`config.mk`:
```
export PLATFORM = sky130hd
export DESIGN_NAME = lbpe_code
export DESIGN_NICKNAME = d
export VERILOG_FILES = /design/src/rtl/core/lbpe_pkg.sv /design/src/rtl/core/lbpe_code.sv
export SDC_FILE = /design/constraint.sdc
export NUM_CORES = 1
export LEC_CHECK = 0
export BUFFER_PORTS_ARGS = -buffer_cell sky130_fd_sc_hd__buf_2
export CAP_MARGIN = 20
export CORE_MARGIN = 4
export CORE_UTILIZATION = 35
export DETAILED_ROUTE_END_ITERATION = 10
export PLACE_DENSITY_LB_ADDON = 0.2
export SETUP_SLACK_MARGIN = 0.1
export SYNTH_ARGS = -nofsm -noshare
export SYNTH_HDL_FRONTEND = slang
export SYNTH_SLANG_ARGS = --single-unit
export TNS_END_PERCENT = 20
```
`constraint.sdc`:
```
create_clock -name i_clk -period 1.6 [get_ports i_clk]
set_clock_uncertainty 0.15 [all_clocks]
set_input_delay 0.24 -clock i_clk [delete_from_list [all_inputs] [get_ports i_clk]]
set_output_delay 0.24 -clock i_clk [all_outputs]
set_load 0.02 [all_outputs]
```
`src/rtl/core/lbpe_pkg.sv`:
```
// ----------------------------------------------------------------------------
// lbpe_pkg
// Shared types and constants for the block-interior LBP encoder.
// ----------------------------------------------------------------------------
`default_nettype none

package lbpe_pkg;

    // Field widths
    localparam int unsigned PIXEL_W   = 8;
    localparam int unsigned CODE_W    = 8;
    localparam int unsigned COORD_W   = 10;
    localparam int unsigned CFG_W     = 11;
    localparam int unsigned PHASE_W   = 10;
    localparam int unsigned APB_ADDR_W = 3;
    localparam int unsigned APB_DATA_W = 32;

    // Register map, decoded on paddr[2]
    localparam int unsigned REG_SEL_BIT     = 2;
    localparam logic        REG_IMAGE_WIDTH = 1'b0;
    localparam logic        REG_TILE_SIDE   = 1'b1;

    // Register reset values
    localparam logic [CFG_W-1:0] IMAGE_WIDTH_RST = 11'd100;
    localparam logic [CFG_W-1:0] TILE_SIDE_RST   = 11'd10;

    // Geometry limits
    localparam logic [CFG_W-1:0]   WIDTH_MIN    = 11'd3;
    localparam logic [CFG_W-1:0]   BLOCK_LIMIT  = 11'd1024;
    localparam logic [PHASE_W-1:0] PHASE_INNER  = 10'd2;

    // Input request
    typedef struct packed {
        logic [PIXEL_W-1:0] pixel;
        logic               frame_start;
    } t_pix_req;

    // Result item
    typedef struct packed {
        logic [CODE_W-1:0]  lbp_code;
        logic [COORD_W-1:0] center_row;
        logic [COORD_W-1:0] center_col;
    } t_lbp_res;

    // Per-request position information from the counter unit
    typedef struct packed {
        logic               emit;
        logic [COORD_W-1:0] center_row;
        logic [COORD_W-1:0] center_col;
    } t_pos_info;

endpackage

`default_nettype wire

```
`src/rtl/core/lbpe_code.sv`:
```
// ----------------------------------------------------------------------------
// lbpe_code
// 3x3 window registers and the eight neighbour comparisons.
// ----------------------------------------------------------------------------
`default_nettype none

module lbpe_code (
    input  wire logic                           i_clk,
    input  wire logic                           i_rst_n,
    input  wire logic                           i_shift,
    input  wire logic [lbpe_pkg::PIXEL_W-1:0]   i_top,
    input  wire logic [lbpe_pkg::PIXEL_W-1:0]   i_mid,
    input  wire logic [lbpe_pkg::PIXEL_W-1:0]   i_bot,
    output logic      [lbpe_pkg::CODE_W-1:0]    o_code
);

    import lbpe_pkg::*;

    // Two previous columns: top-left, top, left, centre, bottom-left, bottom
    logic [PIXEL_W-1:0] r_tl, r_t, r_l, r_c, r_bl, r_b;

    // Shift the window by one column per processed pixel
    always_ff @(posedge i_clk) begin
        if (!i_rst_n) begin
            r_tl <= '0;
            r_t  <= '0;
            r_l  <= '0;
            r_c  <= '0;
            r_bl <= '0;
            r_b  <= '0;
        end else if (i_shift) begin
            r_tl <= r_t;
            r_t  <= i_top;
            r_l  <= r_c;
            r_c  <= i_mid;
            r_bl <= r_b;
            r_b  <= i_bot;
        end
    end

    // Compare each neighbour against the centre, top-left first
    assign o_code = {r_tl  >= r_c,
                     r_t   >= r_c,
                     i_top >= r_c,
                     i_mid >= r_c,
                     i_bot >= r_c,
                     r_b   >= r_c,
                     r_bl  >= r_c,
                     r_l   >= r_c};

endmodule

`default_nettype wire

```
Word-level counts from Yosys, hierarchy flattened
Cells that the tools add are included.
Widths: inputs -> output; s select.

cells by class
  magnitude comparators = 8

operators with widths
  kind        number
  $ge 8x8->1  8

storage, ports and cells
  bits in registers = 48
  input port bits = 27
  word-level logic and storage cells = 14

Logic depth before layout (Yosys ltp)
  word-level depth = 1
  depth in mapped cells = 5
  gate-level depth less buffers = 5

Worst setup path before layout
No wires, ideal clock.

  kind = register to output
  start point = register r_c[6]
  end point = output o_code[5] (netlist name)
  arrival = 1454 ps
  path slack = -244 ps
  stages on the path, launching flop included = 6
  cell sequence = dfxtp_1 inv_1 ha_1 and3_1 nand3_1 o21ai_0

on the way
  longest elaborated chain between the ends = 1

RTL lines
  item                      RTL line         text
  start: declaration        lbpe_code.sv:20  logic [PIXEL_W-1:0] r_tl, r_t, r_l, r_c, r_bl, r_b;
  start signal: assignment  lbpe_code.sv:35  r_c <= i_mid;
  $ge 8x8->1                lbpe_code.sv:44  i_top >= r_c,
  end: declaration          lbpe_code.sv:14  output logic [lbpe_pkg::CODE_W-1:0] o_code

No other way between the ends.

Worst setup path in the final report
  start point = register r_c[4]
  end point = output o_code[1] (netlist name)

on the way
  longest elaborated chain between the ends = 1

RTL lines
  item        RTL line         text
  $ge 8x8->1  lbpe_code.sv:48  r_bl >= r_c,

No other way between the ends.

==> impl_metrics.csv <==
group,metric,value,unit
timing,drv_slew,0,
final_layout,fin_util,52.13,%
final_layout,regArea,983.4,um2
power,combPwrFrac,33.6,%
route,drt_iter0_drc,31,
status,violations,"negative setup slack",
floorplan,initial_core_util,36.31,%
cts,cts_tree,"done",
setup_path,crit_type,"reg2out",
cts,h-tree-depth,2,
placement,io_buffers,34,
synthesis,post-synth-top-area-cell,"dfxtp_1",
grt,antenna_found_initial,0,
power,powerDensity,678.0,mW/mm2
final_layout,nets,477,
power,p_sw,925.3,uW
power,switching_share,29.88,%
timing,period_share,132.0,%
route,drt-total-wl,7.267,mm
timing,rsz0062_at_grt,"yes",
setup_path,critPathCaptureType,"primary output",
placement,dp_hpwl,5.600,mm
power,seq_power_share,42.2,%
synthesis,synthDistinctLibCells,16,
status,status,"finished, violations left",
setup_path,crit_path_start_kind,"register",
synthesis,syn_avg_cell_area,10.40,um2
final_layout,final_cells,495,
synthesis,synth_cells,306,
route,avgRoutedWirePerCell,14.68,um
final_layout,fillCellCount,803,
synthesis,synth.cell_area,0.003182,mm2
floorplan,std_cell_rows,34,
timing,slew_headroom,80.92,%
route,ant_nets,0,
grt,grt_pass1_vias,2596,
timing,setup_ws,-0.5124,ns
cts,clock-root-buffer,"clkbuf_8",
placement,dp_cells,483,
synthesis,synth_top_area_share,30.20,%
power,power.internal,2.172,mW
cts,cts.clk_slew.worst_paths,0.09,ns
route,firstDrtPassIters,4,
route,drc,0,
timing,finalHoldViolations,0,
timing,timing.fmax,0.4734,GHz
cts,cts_buffers,5,
power,power_frac_clock,24.2,%
flow_run,cap_violations,0,
placement,gp_congestion,0.6945,
min_path,hp-class,"in2reg",
floorplan,dieArea,0.01068,mm2
setup_path,crit_family,"compound AO/OA/AOI/OAI gates",
floorplan,die_h,103.3,um
setup_path,slowest_delay,0.37,ns
setup_path,critPathArrivalTime,1.72,ns
timing,timing.final.crit_period,2.112,ns
grt,grt_first_pass_wirelength,12.50,mm
setup_path,cp_cell_sequence,"inv_8 -> ha_4 -> a21o_1 -> a221oi_2 -> o21ai_2 -> buf_6",
final_layout,area_growth,43.57,%
grt,grt_max_degree,49,
placement,pre_cts_ws,-0.3280,ns
grt,grt_usage,15.05,%
power,vdd_drop_max,338.1,uV
synthesis,ys_seq_area_share,30.20,%
cts,clkSinkCount,48,
final_layout,diodes,0,
synthesis,synth_seq_cells,48,
grt,grt_overflow,0,
synthesis,ys_top_cells_by_area,"dfxtp_1 (30%), ha_1 (25%), mux2i_1 (15%), nor2b_1 (9.4%), a21o_1 (5.7%)",
floorplan,die_w,103.3,um
final_layout,drive_gt1_share,43.93,%
power,p_leak,2.062,nW
cts,cts_buffer_depth,2,
setup_path,cp.required,1.21,ns
final_layout,multi_input_area,0.002608,mm2
timing,worst_pin_slew,0.2862,ns
floorplan,io_pins,35,
route,vias,2443,
synthesis,synth.net_count,397,
setup_path,crit_buf_inv,2,
floorplan,core_area,0.008763,mm2
timing,final-setup-viol-count,8,
route,vias_per_cell,4.935,
synthesis,yosys_warnings,0,
cts,insertion_delay,0.29,ns
setup_path,crit_fanout,8,
setup_path,crit_slowest_cell,"dfxtp_4",
final timing paths:
kind / endpoint / cells past startpoint / slack, ns / from
hold reg to reg: r_l[0]$_SDFFE_PN0P_ / 2 / 0.37 / r_l[0]$_SDFFE_PN0P_
setup reg to reg: r_l[0]$_SDFFE_PN0P_ / 3 / 0.61 / r_c[0]$_SDFFE_PN0P_
hold / removal: r_b[3]$_SDFFE_PN0P_ / 3 / 0.07 / i_bot[3]
setup / recovery: o_code[1] / 6 / -0.51 / r_c[4]$_SDFFE_PN0P_
worst reg2reg max path: stages (launching register included):
cell     delay [ns]
dfxtp_4        0.40
buf_4          0.15
mux2i_1        0.13
nor2b_1        0.06
timing repair:
action                                  4_1_cts  5_1_grt
setup buffers                                 4        0
cloned                                        0        0
gates resized for setup                      34       13
pin swaps                                    14        8
hold buffers                                  0        0
endpoints found under the setup margin        8        8
state kept, by name, summed over array words and instances, names as in the netlist:
signal and cells:
r_tl 8, r_bl 8, r_c 8, r_b 8, r_t 8, r_l 8
metrics by stage:
| stage | TNS (ns) | power (mW) | hold slack (ns) | cell area [um2] |
|---|---|---|---|---|
| after global placement | -2.158 | 2.262 | 0.3527 | 4250 |
| after detailed placement | -2.345 | 2.281 | 0.3665 | 4250 |
| final | -3.900 | 3.097 | 0.07308 | 4568 |
| after floorplan | 0 | 1.969 | 0.2581 | 3665 |
| after CTS | -4.149 | 3.138 | 0.06371 | 4527 |
| after global routing | -4.594 | 3.312 | 0.06606 | 4568 |
power by group through the flow:
| stage | clock network (mW) | logic, mW | registers, mW |
|---|---|---|---|
| after floorplan | 0 | 0.645 | 1.32 |
| after global placement | 0 | 0.933 | 1.33 |
| after detailed placement | 0 | 0.951 | 1.33 |
| after CTS | 0.794 | 1.03 | 1.31 |
| after global routing | 0.839 | 1.16 | 1.32 |
| final | 0.749 | 1.04 | 1.31 |
kinds of logic (layout without fill, tap and decap cells):
logic type | Yosys count | count (layout) | synth area share (%)
mux | 48 | 48 | 15.10
flops | 48 | 48 | 30.20
compound gates | 48 | 48 | 10.70
simple gates | 72 | 72 | 13.84
fa+ha+maj | 64 | 64 | 25.17
buf+inv | 26 | 107 | 4.994
routing by layer:
| layer | track usage [%] | share of wire, % |
|---|---|---|
| met3 | 2.683 | 2.9 |
| met2 | 24.66 | 45 |
| met4 | 3.884 | 1.1 |
| met5 | 0 | 0 |
| met1 | 20.44 | 51 |
cell usage in the layout (no fill, tap or decap):
cell type / n
dfxtp_4: 5
ha_1: 26
nand3_1: 8
inv_1: 8
buf_12: 4
buf_6: 10
inv_12: 1
ha_2: 8
dfxtp_1: 40
a31oi_2: 3
and3_4: 8
a21o_1: 24
inv_6: 2
o21ai_2: 8
mux2i_1: 48
a31oi_1: 5
buf_2: 27
clkbuf_8: 6
clkinvlp_4: 2
a221oi_4: 1
clkbuf_1: 2
buf_4: 43
inv_8: 2
nor2b_1: 48
ha_4: 30
a221oi_2: 7
nand2b_1: 8
dfxtp_2: 3
layout make-up:
cell class              count  area share [%]
repair buffers             84           14.24
flip-flops and latches     48           21.53
multi-input cells         232           57.08
well taps                 108           2.958
inverters                  15           2.219
clock buffers               8           1.972
cell usage after synthesis:
master,number
a21o_1,24
a221oi_1,8
a31oi_1,8
and3_1,8
buf_12,3
buf_2,1
buf_4,3
clkbuf_1,4
dfxtp_1,48
ha_1,64
inv_1,15
mux2i_1,48
nand2b_1,8
nand3_1,8
nor2b_1,48
o21ai_0,8
Note: power is estimated with default switching activity, not from simulation.
