$ cat src/rtl/core/lbpe_pkg.sv
// ----------------------------------------------------------------------------
// lbpe_pkg
// Shared types and constants for the block-interior LBP encoder.
// ----------------------------------------------------------------------------
`default_nettype none

package lbpe_pkg;

    // Field widths
    localparam int unsigned PIXEL_W   = 8;
    localparam int unsigned CODE_W    = 8;
    localparam int unsigned COORD_W   = 10;
    localparam int unsigned CFG_W     = 11;
    localparam int unsigned PHASE_W   = 10;
    localparam int unsigned APB_ADDR_W = 3;
    localparam int unsigned APB_DATA_W = 32;

    // Register map, decoded on paddr[2]
    localparam int unsigned REG_SEL_BIT     = 2;
    localparam logic        REG_IMAGE_WIDTH = 1'b0;
    localparam logic        REG_TILE_SIDE   = 1'b1;

    // Register reset values
    localparam logic [CFG_W-1:0] IMAGE_WIDTH_RST = 11'd100;
    localparam logic [CFG_W-1:0] TILE_SIDE_RST   = 11'd10;

    // Geometry limits
    localparam logic [CFG_W-1:0]   WIDTH_MIN    = 11'd3;
    localparam logic [CFG_W-1:0]   BLOCK_LIMIT  = 11'd1024;
    localparam logic [PHASE_W-1:0] PHASE_INNER  = 10'd2;

    // Input request
    typedef struct packed {
        logic [PIXEL_W-1:0] pixel;
        logic               frame_start;
    } t_pix_req;

    // Result item
    typedef struct packed {
        logic [CODE_W-1:0]  lbp_code;
        logic [COORD_W-1:0] center_row;
        logic [COORD_W-1:0] center_col;
    } t_lbp_res;

    // Per-request position information from the counter unit
    typedef struct packed {
        logic               emit;
        logic [COORD_W-1:0] center_row;
        logic [COORD_W-1:0] center_col;
    } t_pos_info;

endpackage

`default_nettype wire

$ cat src/rtl/core/lbpe_pos.sv
// ----------------------------------------------------------------------------
// lbpe_pos
// Raster position and block phase counters; decides which centres get a code.
// ----------------------------------------------------------------------------
`default_nettype none

module lbpe_pos #(
    parameter int unsigned MAX_WIDTH  = 1024,
    parameter int unsigned MAX_HEIGHT = 1024
) (
    input  wire logic                             i_clk,
    input  wire logic                             i_rst_n,
    input  wire logic                             i_acc,
    input  wire logic                             i_frame_start,
    input  wire logic [lbpe_pkg::CFG_W-1:0]       i_image_width,
    input  wire logic [lbpe_pkg::CFG_W-1:0]       i_tile_side,
    output logic      [$clog2(MAX_WIDTH)-1:0]     o_addr,
    output lbpe_pkg::t_pos_info                   o_info
);

    import lbpe_pkg::*;

    localparam int unsigned CW  = $clog2(MAX_WIDTH);
    localparam int unsigned RW  = $clog2(MAX_HEIGHT);
    localparam int unsigned MWW = $clog2(MAX_WIDTH + 1);
    localparam int unsigned LW  = (MWW > CFG_W) ? MWW : CFG_W;
    localparam int unsigned CXW = (CW > COORD_W) ? CW : COORD_W;
    localparam int unsigned RXW = (RW > COORD_W) ? RW : COORD_W;

    logic [CW-1:0]      r_col_count, n_col_count;
    logic [RW-1:0]      r_row_count, n_row_count;
    logic [PHASE_W-1:0] r_col_phase, n_col_phase;
    logic [PHASE_W-1:0] r_row_phase, n_row_phase;

    logic [CW-1:0]      cc;
    logic [RW-1:0]      rc;
    logic [PHASE_W-1:0] cp;
    logic [PHASE_W-1:0] rp;
    logic [LW-1:0]      width_ext;
    logic [LW-1:0]      width_eff;
    logic [LW-1:0]      cc_ext;
    logic [CFG_W-1:0]   block_eff;
    logic               last_col;
    logic               last_row;
    logic [CXW-1:0]     ccol_m1;
    logic [RXW-1:0]     crow_m1;

    // Clamp the geometry registers to their working ranges
    always_comb begin
        width_ext = LW'(i_image_width);
        if (width_ext < LW'(WIDTH_MIN)) begin
            width_eff = LW'(WIDTH_MIN);
        end else if (width_ext > LW'(MAX_WIDTH)) begin
            width_eff = LW'(MAX_WIDTH);
        end else begin
            width_eff = width_ext;
        end
        block_eff = (i_tile_side > BLOCK_LIMIT) ? BLOCK_LIMIT : i_tile_side;
    end

    // Position of the incoming pixel, restarted by frame start
    always_comb begin
        cc = i_frame_start ? '0 : r_col_count;
        rc = i_frame_start ? '0 : r_row_count;
        cp = i_frame_start ? '0 : r_col_phase;
        rp = i_frame_start ? '0 : r_row_phase;
    end

    assign cc_ext   = LW'(cc);
    assign last_col = (cc_ext + LW'(1)) >= width_eff;
    assign last_row = ({1'b0, rc} + (RW+1)'(1)) >= (RW+1)'(MAX_HEIGHT);

    // Centre sits one row up and one column left of the incoming pixel
    assign ccol_m1 = CXW'(cc) - CXW'(1);
    assign crow_m1 = RXW'(rc) - RXW'(1);

    assign o_addr            = cc;
    assign o_info.emit       = (cp >= PHASE_INNER) && (rp >= PHASE_INNER)
                               && (cc_ext < width_eff);
    assign o_info.center_row = crow_m1[COORD_W-1:0];
    assign o_info.center_col = ccol_m1[COORD_W-1:0];

    // Advance counters and phases
    always_comb begin
        n_col_count = r_col_count;
        n_row_count = r_row_count;
        n_col_phase = r_col_phase;
        n_row_phase = r_row_phase;
        if (i_acc) begin
            if (last_col) begin
                n_col_count = '0;
                n_col_phase = '0;
                n_row_count = last_row ? '0 : rc + RW'(1);
                n_row_phase = (({1'b0, rp} + (PHASE_W+1)'(1)) >= (PHASE_W+1)'(block_eff))
                              ? '0 : rp + PHASE_W'(1);
            end else begin
                n_col_count = cc + CW'(1);
                n_row_count = rc;
                n_row_phase = rp;
                n_col_phase = (({1'b0, cp} + (PHASE_W+1)'(1)) >= (PHASE_W+1)'(block_eff))
                              ? '0 : cp + PHASE_W'(1);
            end
        end
    end

    always_ff @(posedge i_clk) begin
        if (!i_rst_n) begin
            r_col_count <= '0;
            r_row_count <= '0;
            r_col_phase <= '0;
            r_row_phase <= '0;
        end else begin
            r_col_count <= n_col_count;
            r_row_count <= n_row_count;
            r_col_phase <= n_col_phase;
            r_row_phase <= n_row_phase;
        end
    end

endmodule

`default_nettype wire

$ cat config.mk
export PLATFORM = sky130hd
export DESIGN_NAME = lbpe_pos
export DESIGN_NICKNAME = d
export VERILOG_FILES = /design/src/rtl/core/lbpe_pkg.sv /design/src/rtl/core/lbpe_pos.sv
export SDC_FILE = /design/constraint.sdc
export NUM_CORES = 1
export LEC_CHECK = 0
export BUFFER_PORTS_ARGS = -buffer_cell sky130_fd_sc_hd__buf_2
export CAP_MARGIN = 20
export CORE_MARGIN = 2
export CORE_UTILIZATION = 60
export CTS_CLUSTER_DIAMETER = 30
export DETAILED_ROUTE_END_ITERATION = 10
export PLACE_DENSITY = 0.89
export SYNTH_ARGS = -nofsm -noshare
export SYNTH_HDL_FRONTEND = slang
export SYNTH_SLANG_ARGS = --single-unit
$ cat constraint.sdc
create_clock -name i_clk -period 10.2 [get_ports i_clk]
set_input_delay 2.04 -clock i_clk [delete_from_list [all_inputs] [get_ports i_clk]]
set_output_delay 2.04 -clock i_clk [all_outputs]
set_load 0.05 [all_outputs]
### Yosys cells after proc, flatten, opt, wreduce, memory -nomap -nowiden

Cells that the tools add are included.

* register bits after elaboration: 40
* input bits: 26
* output and inout port bits: 31
* word-level logic and storage cells: 40

* $add $sub $neg: 10
* order comparisons: 10
* multiplexer cells: 14
* reduce and logical (&&, ||, !) cells: 2

Operator list (number)
* 2-to-1 mux 10 bit: 11
* adder 10 x 1 -> 11 bit, second input constant: 4
* adder 10 x 1 -> 10 bit, second input constant: 4
* greater-or-equal comparator 11 bit: 3
* 2-to-1 mux 11 bit: 3
* > comparator 11 bit, second input constant: 2
* greater-or-equal comparator 10 x 2 -> 1 bit, second input constant: 2
* subtractor 10 x 1 -> 10 bit, second input constant: 2
* greater-or-equal comparator 11 bit, second input constant: 1
* less-than comparator 10 x 11 -> 1 bit: 1
* less-than comparator 11 x 2 -> 1 bit, second input constant: 1
* logical AND 1 bit: 2

### Longest topological paths before layout

Gate-level depths: netlist of the first run.

* word-level depth: 5
* depth in mapped cells: 19
* depth with buffers taken out: 16

### Worst setup path after synthesis of the first run

Ideal clock, no wire load.

* path kind: input to output
* start: input port i_frame_start
* end: output port o_info[20] (netlist bit)
* arrival time: 4.998 ns
* required time: 8.160 ns
* path slack: 3.162 ns
* stages on the path: 10
* path through: buf_2 -> nor2b_1 -> ha_1 -> nor2b_1 -> o21a_1 -> o21ai_0 -> nand2b_1 -> a211oi_1 -> o21ai_0 -> a31oi_1

RTL lines
* start, declared: line lbpe_pos.sv:14 `input wire logic i_frame_start,`
* end, declared: line lbpe_pos.sv:18 `output lbpe_pkg::t_pos_info o_info`

==> impl_metrics.prom, run 1 <==
# TYPE chip_impl_metric gauge
chip_impl_info{name="run_status",value="finished, final reports clean"} 1
chip_impl_metric{name="async_reset_ff_frac",unit=""} 0
chip_impl_metric{name="place.detailed.instances",unit=""} 615
chip_impl_info{name="layout.cells.most_common",value="sky130_fd_sc_hd__nand2_1"} 1
chip_impl_metric{name="dp_worst_setup_slack",unit="ns"} 3.55
chip_impl_metric{name="avgSynthCellArea",unit="sq um"} 7.52
chip_impl_metric{name="io_buffer_count",unit=""} 56
chip_impl_info{name="min_path_type",value="reg2reg"} 1
chip_impl_metric{name="fin_crit",unit="ns"} 6.67
chip_impl_metric{name="total_leakage_power",unit="nW"} 1.77
chip_impl_metric{name="ys_seq_area_frac",unit=""} 0.211
chip_impl_metric{name="cts_buf_count",unit=""} 5
chip_impl_metric{name="clock_latency",unit="ns"} 0.30
chip_impl_metric{name="placeableCoreArea",unit="sq um"} 6240
chip_impl_metric{name="globalRouteOverflowTotal",unit=""} 0
chip_impl_metric{name="cts_max_path_buffers",unit=""} 2
chip_impl_metric{name="setup-tns-final",unit="ns"} 0
chip_impl_info{name="cts_tree",value="built"} 1
chip_impl_metric{name="grt_max_degree",unit=""} 49
chip_impl_metric{name="post_synth_instance_area",unit="sq um"} 3800
chip_impl_info{name="critical_path_startpoint_category",value="primary input"} 1
chip_impl_info{name="flip_flop_cell_with_the_highest_count_after_synthesis",value="sky130_fd_sc_hd__dfxtp_1"} 1
chip_impl_metric{name="final_cell_count_no_fill",unit=""} 622
chip_impl_metric{name="gr-usage-all-layers",unit=""} 0.282
chip_impl_metric{name="fillerInstances",unit=""} 530
chip_impl_metric{name="layout-drive-gt1-share",unit=""} 0.154
chip_impl_metric{name="iteration_0_drc_markers",unit=""} 311
chip_impl_metric{name="cts_hold_repair.buffers",unit=""} 0
chip_impl_metric{name="fin_worst_skew",unit="ns"} 0.00723
chip_impl_metric{name="ys.warnings.count",unit=""} 0
chip_impl_metric{name="drc",unit=""} 0
chip_impl_metric{name="post-dp-hpwl",unit="um"} 7430
chip_impl_info{name="r2r_start",value="r_col_count[2]"} 1
chip_impl_metric{name="dr_total_vias",unit=""} 3970
chip_impl_metric{name="reg2regPathDepth",unit=""} 13
chip_impl_metric{name="final_net_count",unit=""} 618
chip_impl_info{name="top_layer_used",value="met4"} 1
chip_impl_metric{name="detail_route.wirelength.met1",unit="um"} 4160
chip_impl_metric{name="synthToLayoutAreaGrowth",unit="%"} 9.57
chip_impl_metric{name="grt_antenna_before_repair",unit=""} 0
chip_impl_metric{name="syn_nets",unit=""} 579
chip_impl_metric{name="drv_cap",unit=""} 0
chip_impl_metric{name="crit_fanout",unit=""} 48
chip_impl_info{name="layout.cells.most_common_list",value="69 x sky130_fd_sc_hd__nand2_1, 57 x sky130_fd_sc_hd__buf_2, 47 x sky130_fd_sc_hd__ha_1, 40 x sky130_fd_sc_hd__dfxtp_1, 36 x sky130_fd_sc_hd__nand3_1"} 1
chip_impl_metric{name="setup_slack",unit="ns"} 3.53
chip_impl_metric{name="post_detailed_routing_wire_length",unit="um"} 9770
chip_impl_metric{name="final-max-slew-violation-count",unit=""} 0
chip_impl_metric{name="first_global_vias",unit=""} 3769
chip_impl_metric{name="min_path_cells",unit=""} 2
chip_impl_info{name="crit_path_end_kind",value="output port"} 1
chip_impl_metric{name="power.density",unit="nW/um^2"} 78.7
chip_impl_metric{name="clkSinkCount",unit=""} 40
chip_impl_info{name="cts-root-buf",value="sky130_fd_sc_hd__clkbuf_8"} 1
chip_impl_metric{name="die_y",unit="um"} 83.6
chip_impl_metric{name="via_per_inst",unit=""} 6.38
chip_impl_info{name="critical_path.startpoint",value="i_frame_start"} 1
chip_impl_metric{name="cell_count_after_synthesis",unit=""} 506
chip_impl_metric{name="required",unit="ns"} 8.16
chip_impl_metric{name="die_area",unit="sq um"} 6990
chip_impl_metric{name="timing.slew.headroom",unit=""} 0.322
chip_impl_metric{name="finalHoldViolCount",unit=""} 0
chip_impl_metric{name="power.ir.vdd_worst",unit="mV"} 0.0835
chip_impl_metric{name="wl_met3",unit="um"} 530
chip_impl_metric{name="whs",unit="ns"} 0.501
chip_impl_metric{name="setup_violations",unit=""} 0
chip_impl_metric{name="fraction_of_the_cycle_the_final_worst_path_needs",unit=""} 0.654
chip_impl_metric{name="max_slew.worst_pin.slew",unit="ns"} 1.01
chip_impl_metric{name="cp.arrival",unit="ns"} 4.63
chip_impl_info{name="setup.worst_path.class",value="in2out"} 1
chip_impl_metric{name="floorplan.die.width",unit="um"} 83.6
chip_impl_metric{name="drt_pre_antenna_iters",unit=""} 5
chip_impl_metric{name="boundaryPins",unit=""} 57
chip_impl_metric{name="start_util",unit=""} 0.609
chip_impl_metric{name="fmaxAchievable",unit="MHz"} 150
chip_impl_metric{name="cts.htree.levels",unit=""} 2
chip_impl_metric{name="first_pass_grt_wire_length",unit="um"} 16700
chip_impl_metric{name="antenna_cells_inserted",unit=""} 0
chip_impl_metric{name="synth-seq-cells",unit=""} 40
chip_impl_metric{name="met2_wirelength",unit="um"} 4920
chip_impl_metric{name="place_congestion",unit=""} 0.858
chip_impl_metric{name="post_drt_wl_per_cell",unit="um"} 15.7
chip_impl_metric{name="post_drt_antenna_nets",unit=""} 0
chip_impl_metric{name="placementRows",unit=""} 29
chip_impl_info{name="rsz0062_at_grt",value="no"} 1
chip_impl_metric{name="cts.reportedPaths.clkPinSlew",unit="ns"} 0.07
chip_impl_info{name="hp-start",value="r_col_count[0]"} 1
chip_impl_metric{name="synth-edff-count",unit=""} 0
chip_impl_metric{name="ctsResizeCount",unit=""} 0
chip_impl_metric{name="post-cts-setup-buffers",unit=""} 0
chip_impl_metric{name="synth_cell_types",unit=""} 58
[per-layer routing]
layer,vias up,track usage
met5,-,0
met1,1895,0.354
li1,1922,-
met2,135,0.496
met3,18,0.0495
met4,0,0.0792
[logic make-up after synthesis]
| kind of cell | count (synthesis) | share of synthesized area |
|---|---|---|
| flip-flops | 40 | 0.211 |
| adder cells (fa/ha/maj) | 48 | 0.157 |
| AND/OR/NAND/NOR | 227 | 0.303 |
| multiplexers | 1 | 0.00263 |
| AO/OA/AOI/OAI | 117 | 0.214 |
| buffers and inverters | 44 | 0.0457 |
| XOR/XNOR | 29 | 0.0668 |
[power breakdown]
group | switching, mW | internal [mW] | leakage, nW
logic | 0.0463 | 0.0213 | 1.41
registers | 0.00103 | 0.157 | 0.323
clock network | 0.0557 | 0.0465 | 0.0410
[area by class of cell]
class | instances | area (sq um) | share of cell area
Clock buffer | 6 | 72.6 | 0.0174
Clock inverter | 1 | 5.00 | 0.00120
Inverter | 17 | 63.8 | 0.0153
Multi-Input combinational cell | 422 | 2830 | 0.679
Sequential cell | 40 | 801 | 0.192
Tap cell | 77 | 96.3 | 0.0231
Timing Repair Buffer | 59 | 300 | 0.0721
[stage by stage]
stage	util	power, mW	instance area (sq um)
after floorplan	-	0.210	3800
after global placement	0.655	0.226	4090
after detailed placement	0.655	0.229	4090
after CTS	0.668	0.328	4170
after global routing	0.668	0.342	4170
final	0.668	0.328	4170
[state kept, by name, summed over array words and instances, names as in the netlist]
register,cells
r_row_count,10
r_col_count,10
r_row_phase,10
r_col_phase,10
[worst max-delay path, cell delays in order]
cell and delay [ns]:
sky130_fd_sc_hd__buf_2 0.07, sky130_fd_sc_hd__buf_4 0.41, sky130_fd_sc_hd__inv_2 0.27, sky130_fd_sc_hd__nand2_1 0.22, sky130_fd_sc_hd__inv_1 0.11, sky130_fd_sc_hd__or3_1 0.41, sky130_fd_sc_hd__or3_1 0.40, sky130_fd_sc_hd__nor3_1 0.24
sky130_fd_sc_hd__xor2_1 0.16, sky130_fd_sc_hd__buf_2 0.28
[cells in the mapped netlist (all sizes together), types with 2 or more instances]
cell / number / area (sq um)
a211oi: 2 / 15.0
a21boi: 13 / 97.6
a21o: 6 / 45.0
a21oi: 28 / 140
a22o: 5 / 48.8
a31oi: 4 / 25.0
a32o: 16 / 165
and2: 2 / 12.5
and3: 7 / 48.8
buf: 5 / 27.5
clkbuf: 22 / 82.6
dfxtp: 40 / 801
ha: 47 / 588
inv: 16 / 60.1
nand2: 69 / 259
nand2b: 5 / 31.3
nand3: 36 / 180
nand4: 10 / 68.8
nor2: 30 / 113
nor2b: 24 / 150
nor3: 12 / 65.1
nor4: 9 / 56.3
nor4b: 3 / 26.3
o21a: 3 / 22.5
o21ai: 26 / 130
o221a: 2 / 22.5
o31ai: 2 / 15.0
or2: 2 / 12.5
or3: 10 / 63.8
or4: 4 / 30.0
or4b: 2 / 20.0
xnor2: 14 / 123
xor2: 15 / 131
[worst paths after layout]
| kind | end | slack [ns] |
|---|---|---|
| worst max register to register | r_col_phase[6] | 6.39 |
| worst max-delay path | o_info[9] | 3.53 |
| worst min-delay path | r_col_count[0] | 0.50 |
| worst min register to register | r_col_count[0] | 0.50 |
No activity file was read; power rests on OpenSTA's default activity.
==> inputs of run 2 (changes only) <==
--- a/config.mk
+++ b/config.mk
@@ -5,13 +5,14 @@
 export SDC_FILE = /design/constraint.sdc
 export NUM_CORES = 1
 export LEC_CHECK = 0
+export ABC_AREA = 1
 export BUFFER_PORTS_ARGS = -buffer_cell sky130_fd_sc_hd__buf_2
 export CAP_MARGIN = 20
 export CORE_MARGIN = 2
-export CORE_UTILIZATION = 60
+export CORE_UTILIZATION = 59
 export CTS_CLUSTER_DIAMETER = 30
 export DETAILED_ROUTE_END_ITERATION = 10
-export PLACE_DENSITY = 0.89
+export PLACE_DENSITY = 0.87
 export SYNTH_ARGS = -nofsm -noshare
 export SYNTH_HDL_FRONTEND = slang
 export SYNTH_SLANG_ARGS = --single-unit
==> constraint.sdc (replaced) <==
create_clock -name i_clk -period 6.28 [get_ports i_clk]
set_input_delay 1.256 -clock i_clk [delete_from_list [all_inputs] [get_ports i_clk]]
set_output_delay 1.256 -clock i_clk [all_outputs]
set_load 0.05 [all_outputs]
==> impl_metrics.prom, run 2 <==
# TYPE chip_impl_metric gauge
chip_impl_info{name="run_status",value="finished, final reports clean"} 1
chip_impl_metric{name="fin_crit",unit="ns"} 5.37
chip_impl_metric{name="post_drt_antenna_nets",unit=""} 0
chip_impl_metric{name="globalRouteOverflowTotal",unit=""} 0
chip_impl_metric{name="fraction_of_post_synthesis_cell_area_in_the_top_cell_type_by_area",unit=""} 0.186
chip_impl_metric{name="floorplan.die.width",unit="um"} 89.4
chip_impl_metric{name="synthToLayoutAreaGrowth",unit="%"} 9.04
chip_impl_metric{name="clock_latency",unit="ns"} 0.30
chip_impl_metric{name="place_congestion",unit=""} 0.943
chip_impl_metric{name="avgSynthCellArea",unit="sq um"} 6.36
chip_impl_metric{name="p_sw",unit="mW"} 0.229
chip_impl_metric{name="drv_cap",unit=""} 0
chip_impl_metric{name="gr-usage-all-layers",unit=""} 0.276
chip_impl_info{name="crit_path_end_kind",value="output port"} 1
chip_impl_metric{name="async_reset_ff_frac",unit=""} 0
chip_impl_metric{name="post-cts-setup-buffers",unit=""} 0
chip_impl_metric{name="grt_max_degree",unit=""} 39
chip_impl_metric{name="combinationalPowerShare",unit=""} 0.290
chip_impl_metric{name="synth_cell_types",unit=""} 41
chip_impl_metric{name="final-max-slew-violation-count",unit=""} 0
chip_impl_info{name="cts-root-buf",value="sky130_fd_sc_hd__clkbuf_8"} 1
chip_impl_metric{name="cts.htree.levels",unit=""} 2
chip_impl_info{name="layout.cells.most_common",value="sky130_fd_sc_hd__nand2_1"} 1
chip_impl_metric{name="finalHoldViolCount",unit=""} 0
chip_impl_metric{name="fraction_of_the_cycle_the_final_worst_path_needs",unit=""} 0.855
chip_impl_metric{name="cts.reportedPaths.clkPinSlew",unit="ns"} 0.08
chip_impl_metric{name="die_area",unit="sq um"} 7990
chip_impl_metric{name="cp.arrival",unit="ns"} 4.11
chip_impl_metric{name="io_buffer_count",unit=""} 56
chip_impl_metric{name="via_per_inst",unit=""} 5.62
chip_impl_info{name="critical_path_startpoint_category",value="primary input"} 1
chip_impl_metric{name="sw_frac_of_total",unit=""} 0.367
chip_impl_metric{name="timing.slew.headroom",unit=""} 0.337
chip_impl_metric{name="die_y",unit="um"} 89.4
chip_impl_metric{name="layout-drive-gt1-share",unit=""} 0.134
chip_impl_metric{name="crit_fanout",unit=""} 7
chip_impl_info{name="yosys.area.top_type",value="sky130_fd_sc_hd__dfxtp_1"} 1
chip_impl_metric{name="antenna_cells_inserted",unit=""} 0
chip_impl_metric{name="grt_antenna_before_repair",unit=""} 0
chip_impl_metric{name="drc",unit=""} 0
chip_impl_info{name="rsz0062_at_grt",value="no"} 1
chip_impl_metric{name="synth-seq-cells",unit=""} 40
chip_impl_metric{name="ys_seq_area_frac",unit=""} 0.186
chip_impl_metric{name="post_drt_wl_per_cell",unit="um"} 13.2
chip_impl_metric{name="setup-tns-final",unit="ns"} 0
chip_impl_info{name="synth_most_common_cell",value="sky130_fd_sc_hd__nand2_1"} 1
chip_impl_metric{name="ctsResizeCount",unit=""} 0
chip_impl_metric{name="power.ir.vdd_worst",unit="mV"} 0.112
chip_impl_metric{name="post-dp-hpwl",unit="um"} 8310
chip_impl_metric{name="boundaryPins",unit=""} 57
chip_impl_metric{name="placeableCoreArea",unit="sq um"} 7180
chip_impl_metric{name="final_net_count",unit=""} 794
chip_impl_metric{name="fin_worst_skew",unit="ns"} 0.00987
chip_impl_info{name="setup.worst_path.class",value="in2out"} 1
chip_impl_metric{name="fmaxAchievable",unit="MHz"} 186
chip_impl_metric{name="required",unit="ns"} 5.02
chip_impl_info{name="cts_tree",value="built"} 1
chip_impl_metric{name="post_synth_instance_area",unit="sq um"} 4300
chip_impl_metric{name="power.total",unit="mW"} 0.625
chip_impl_metric{name="syn_nets",unit=""} 750
chip_impl_metric{name="cts_hold_repair.buffers",unit=""} 0
chip_impl_metric{name="total_leakage_power",unit="nW"} 2.21
chip_impl_metric{name="placementRows",unit=""} 31
chip_impl_metric{name="synth-edff-count",unit=""} 0
chip_impl_metric{name="cts_max_path_buffers",unit=""} 2
chip_impl_metric{name="post_detailed_routing_wire_length",unit="um"} 10800
chip_impl_metric{name="first_pass_grt_wire_length",unit="um"} 18000
chip_impl_metric{name="clock_power_share",unit=""} 0.279
chip_impl_metric{name="max_slew.worst_pin.slew",unit="ns"} 0.994
chip_impl_metric{name="cell_count_after_synthesis",unit=""} 677
chip_impl_info{name="synth.area.top_cells",value="sky130_fd_sc_hd__dfxtp_1 19%, sky130_fd_sc_hd__ha_1 14%, sky130_fd_sc_hd__nand2_1 11%, sky130_fd_sc_hd__a21oi_1 8.5%, sky130_fd_sc_hd__inv_1 7.8%"} 1
chip_impl_info{name="layout.cells.most_common_list",value="127 x sky130_fd_sc_hd__nand2_1, 89 x sky130_fd_sc_hd__inv_1, 73 x sky130_fd_sc_hd__a21oi_1, 71 x sky130_fd_sc_hd__nor2_1, 56 x sky130_fd_sc_hd__buf_2"} 1
chip_impl_metric{name="seq_power_share",unit=""} 0.431
chip_impl_metric{name="dr_total_vias",unit=""} 4614
chip_impl_metric{name="setup_violations",unit=""} 0
chip_impl_info{name="min_path_type",value="reg2reg"} 1
chip_impl_metric{name="drt_pre_antenna_iters",unit=""} 5
chip_impl_metric{name="power.density",unit="nW/um^2"} 133
chip_impl_metric{name="ys.warnings.count",unit=""} 0
chip_impl_metric{name="clkSinkCount",unit=""} 40
chip_impl_info{name="flip_flop_cell_with_the_highest_count_after_synthesis",value="sky130_fd_sc_hd__dfxtp_1"} 1
chip_impl_metric{name="start_util",unit=""} 0.600
chip_impl_metric{name="first_global_vias",unit=""} 4170
chip_impl_metric{name="internal_power",unit="mW"} 0.396
chip_impl_info{name="netlist_top_cells_count",value="127 x sky130_fd_sc_hd__nand2_1, 89 x sky130_fd_sc_hd__inv_1, 73 x sky130_fd_sc_hd__a21oi_1"} 1
chip_impl_metric{name="iteration_0_drc_markers",unit=""} 236
chip_impl_metric{name="cts_buf_count",unit=""} 5
==> run 2: area by class of cell <==
type | instances | area [sq um]
sequential | 40 | 801
clock inverter | 1 | 8.76
tap | 99 | 124
clock buffer | 7 | 76.3
multi-input combinational | 524 | 3050
fill | 629 | 2480
timing repair buffer | 57 | 288
inverter | 93 | 349
==> run 2: logic make-up (layout without fill, tap and decap cells) <==
kind of cell             Yosys count  in the layout  synth area share
XOR/XNOR                          33             33            0.0672
adder cells (fa/ha/maj)           47             47             0.137
buffers and inverters            113            158             0.106
AO/OA/AOI/OAI                    129            129             0.160
flip-flops                        40             40             0.186
AND/OR/NAND/NOR                  315            315             0.344
==> run 2: power groups by stage <==
stage	clock network (mW)	logic, mW	registers (mW)
3_5_place_dp	0	0.180	0.275
3_3_place_gp	0	0.174	0.274
4_1_cts	0.177	0.180	0.269
5_1_grt	0.187	0.203	0.270
6_report	0.175	0.181	0.269
2_1_floorplan	0	0.138	0.273
==> run 2: final timing paths <==
kind,from,endpoint,slack (ns),depth (start not counted)
max,i_image_width[9],o_info[20],0.91,14
min,r_col_count[0],r_col_count[0],0.47,2
max reg2reg,r_col_count[1],r_col_count[7],2.52,19
min reg2reg,r_col_count[0],r_col_count[0],0.47,2
==> run 2: critical path: stages <==
cell and delay [ns]:
sky130_fd_sc_hd__buf_2 0.12, sky130_fd_sc_hd__nor4_1 0.29, sky130_fd_sc_hd__nand2_1 0.08, sky130_fd_sc_hd__o41ai_1 0.74, sky130_fd_sc_hd__nand2_1 0.19, sky130_fd_sc_hd__ha_1 0.35
sky130_fd_sc_hd__nand2_1 0.08, sky130_fd_sc_hd__nor2_1 0.04, sky130_fd_sc_hd__a211oi_1 0.22, sky130_fd_sc_hd__o21bai_1 0.11, sky130_fd_sc_hd__a31oi_1 0.17, sky130_fd_sc_hd__o21bai_1 0.09
sky130_fd_sc_hd__a21oi_1 0.11, sky130_fd_sc_hd__buf_2 0.27
==> run 2: per-layer routing <==
metal  track usage  wire length, um
met4        0.0692               96
met2         0.498             5300
met5             0                0
met3        0.0360              758
met1         0.346             4650
==> run 2: stage by stage <==
stage	cell area (sq um)	utilization	worst slack (ns)	hold WS, ns	cells
detailed placement	4610	0.642	0.941	0.456	813
CTS	4690	0.654	0.950	0.469	821
finish	4690	0.654	0.913	0.466	821
floorplan	4300	-	0.923	0.445	677
global placement	4610	0.642	1.02	0.452	813
global route	4690	0.654	0.472	0.493	821
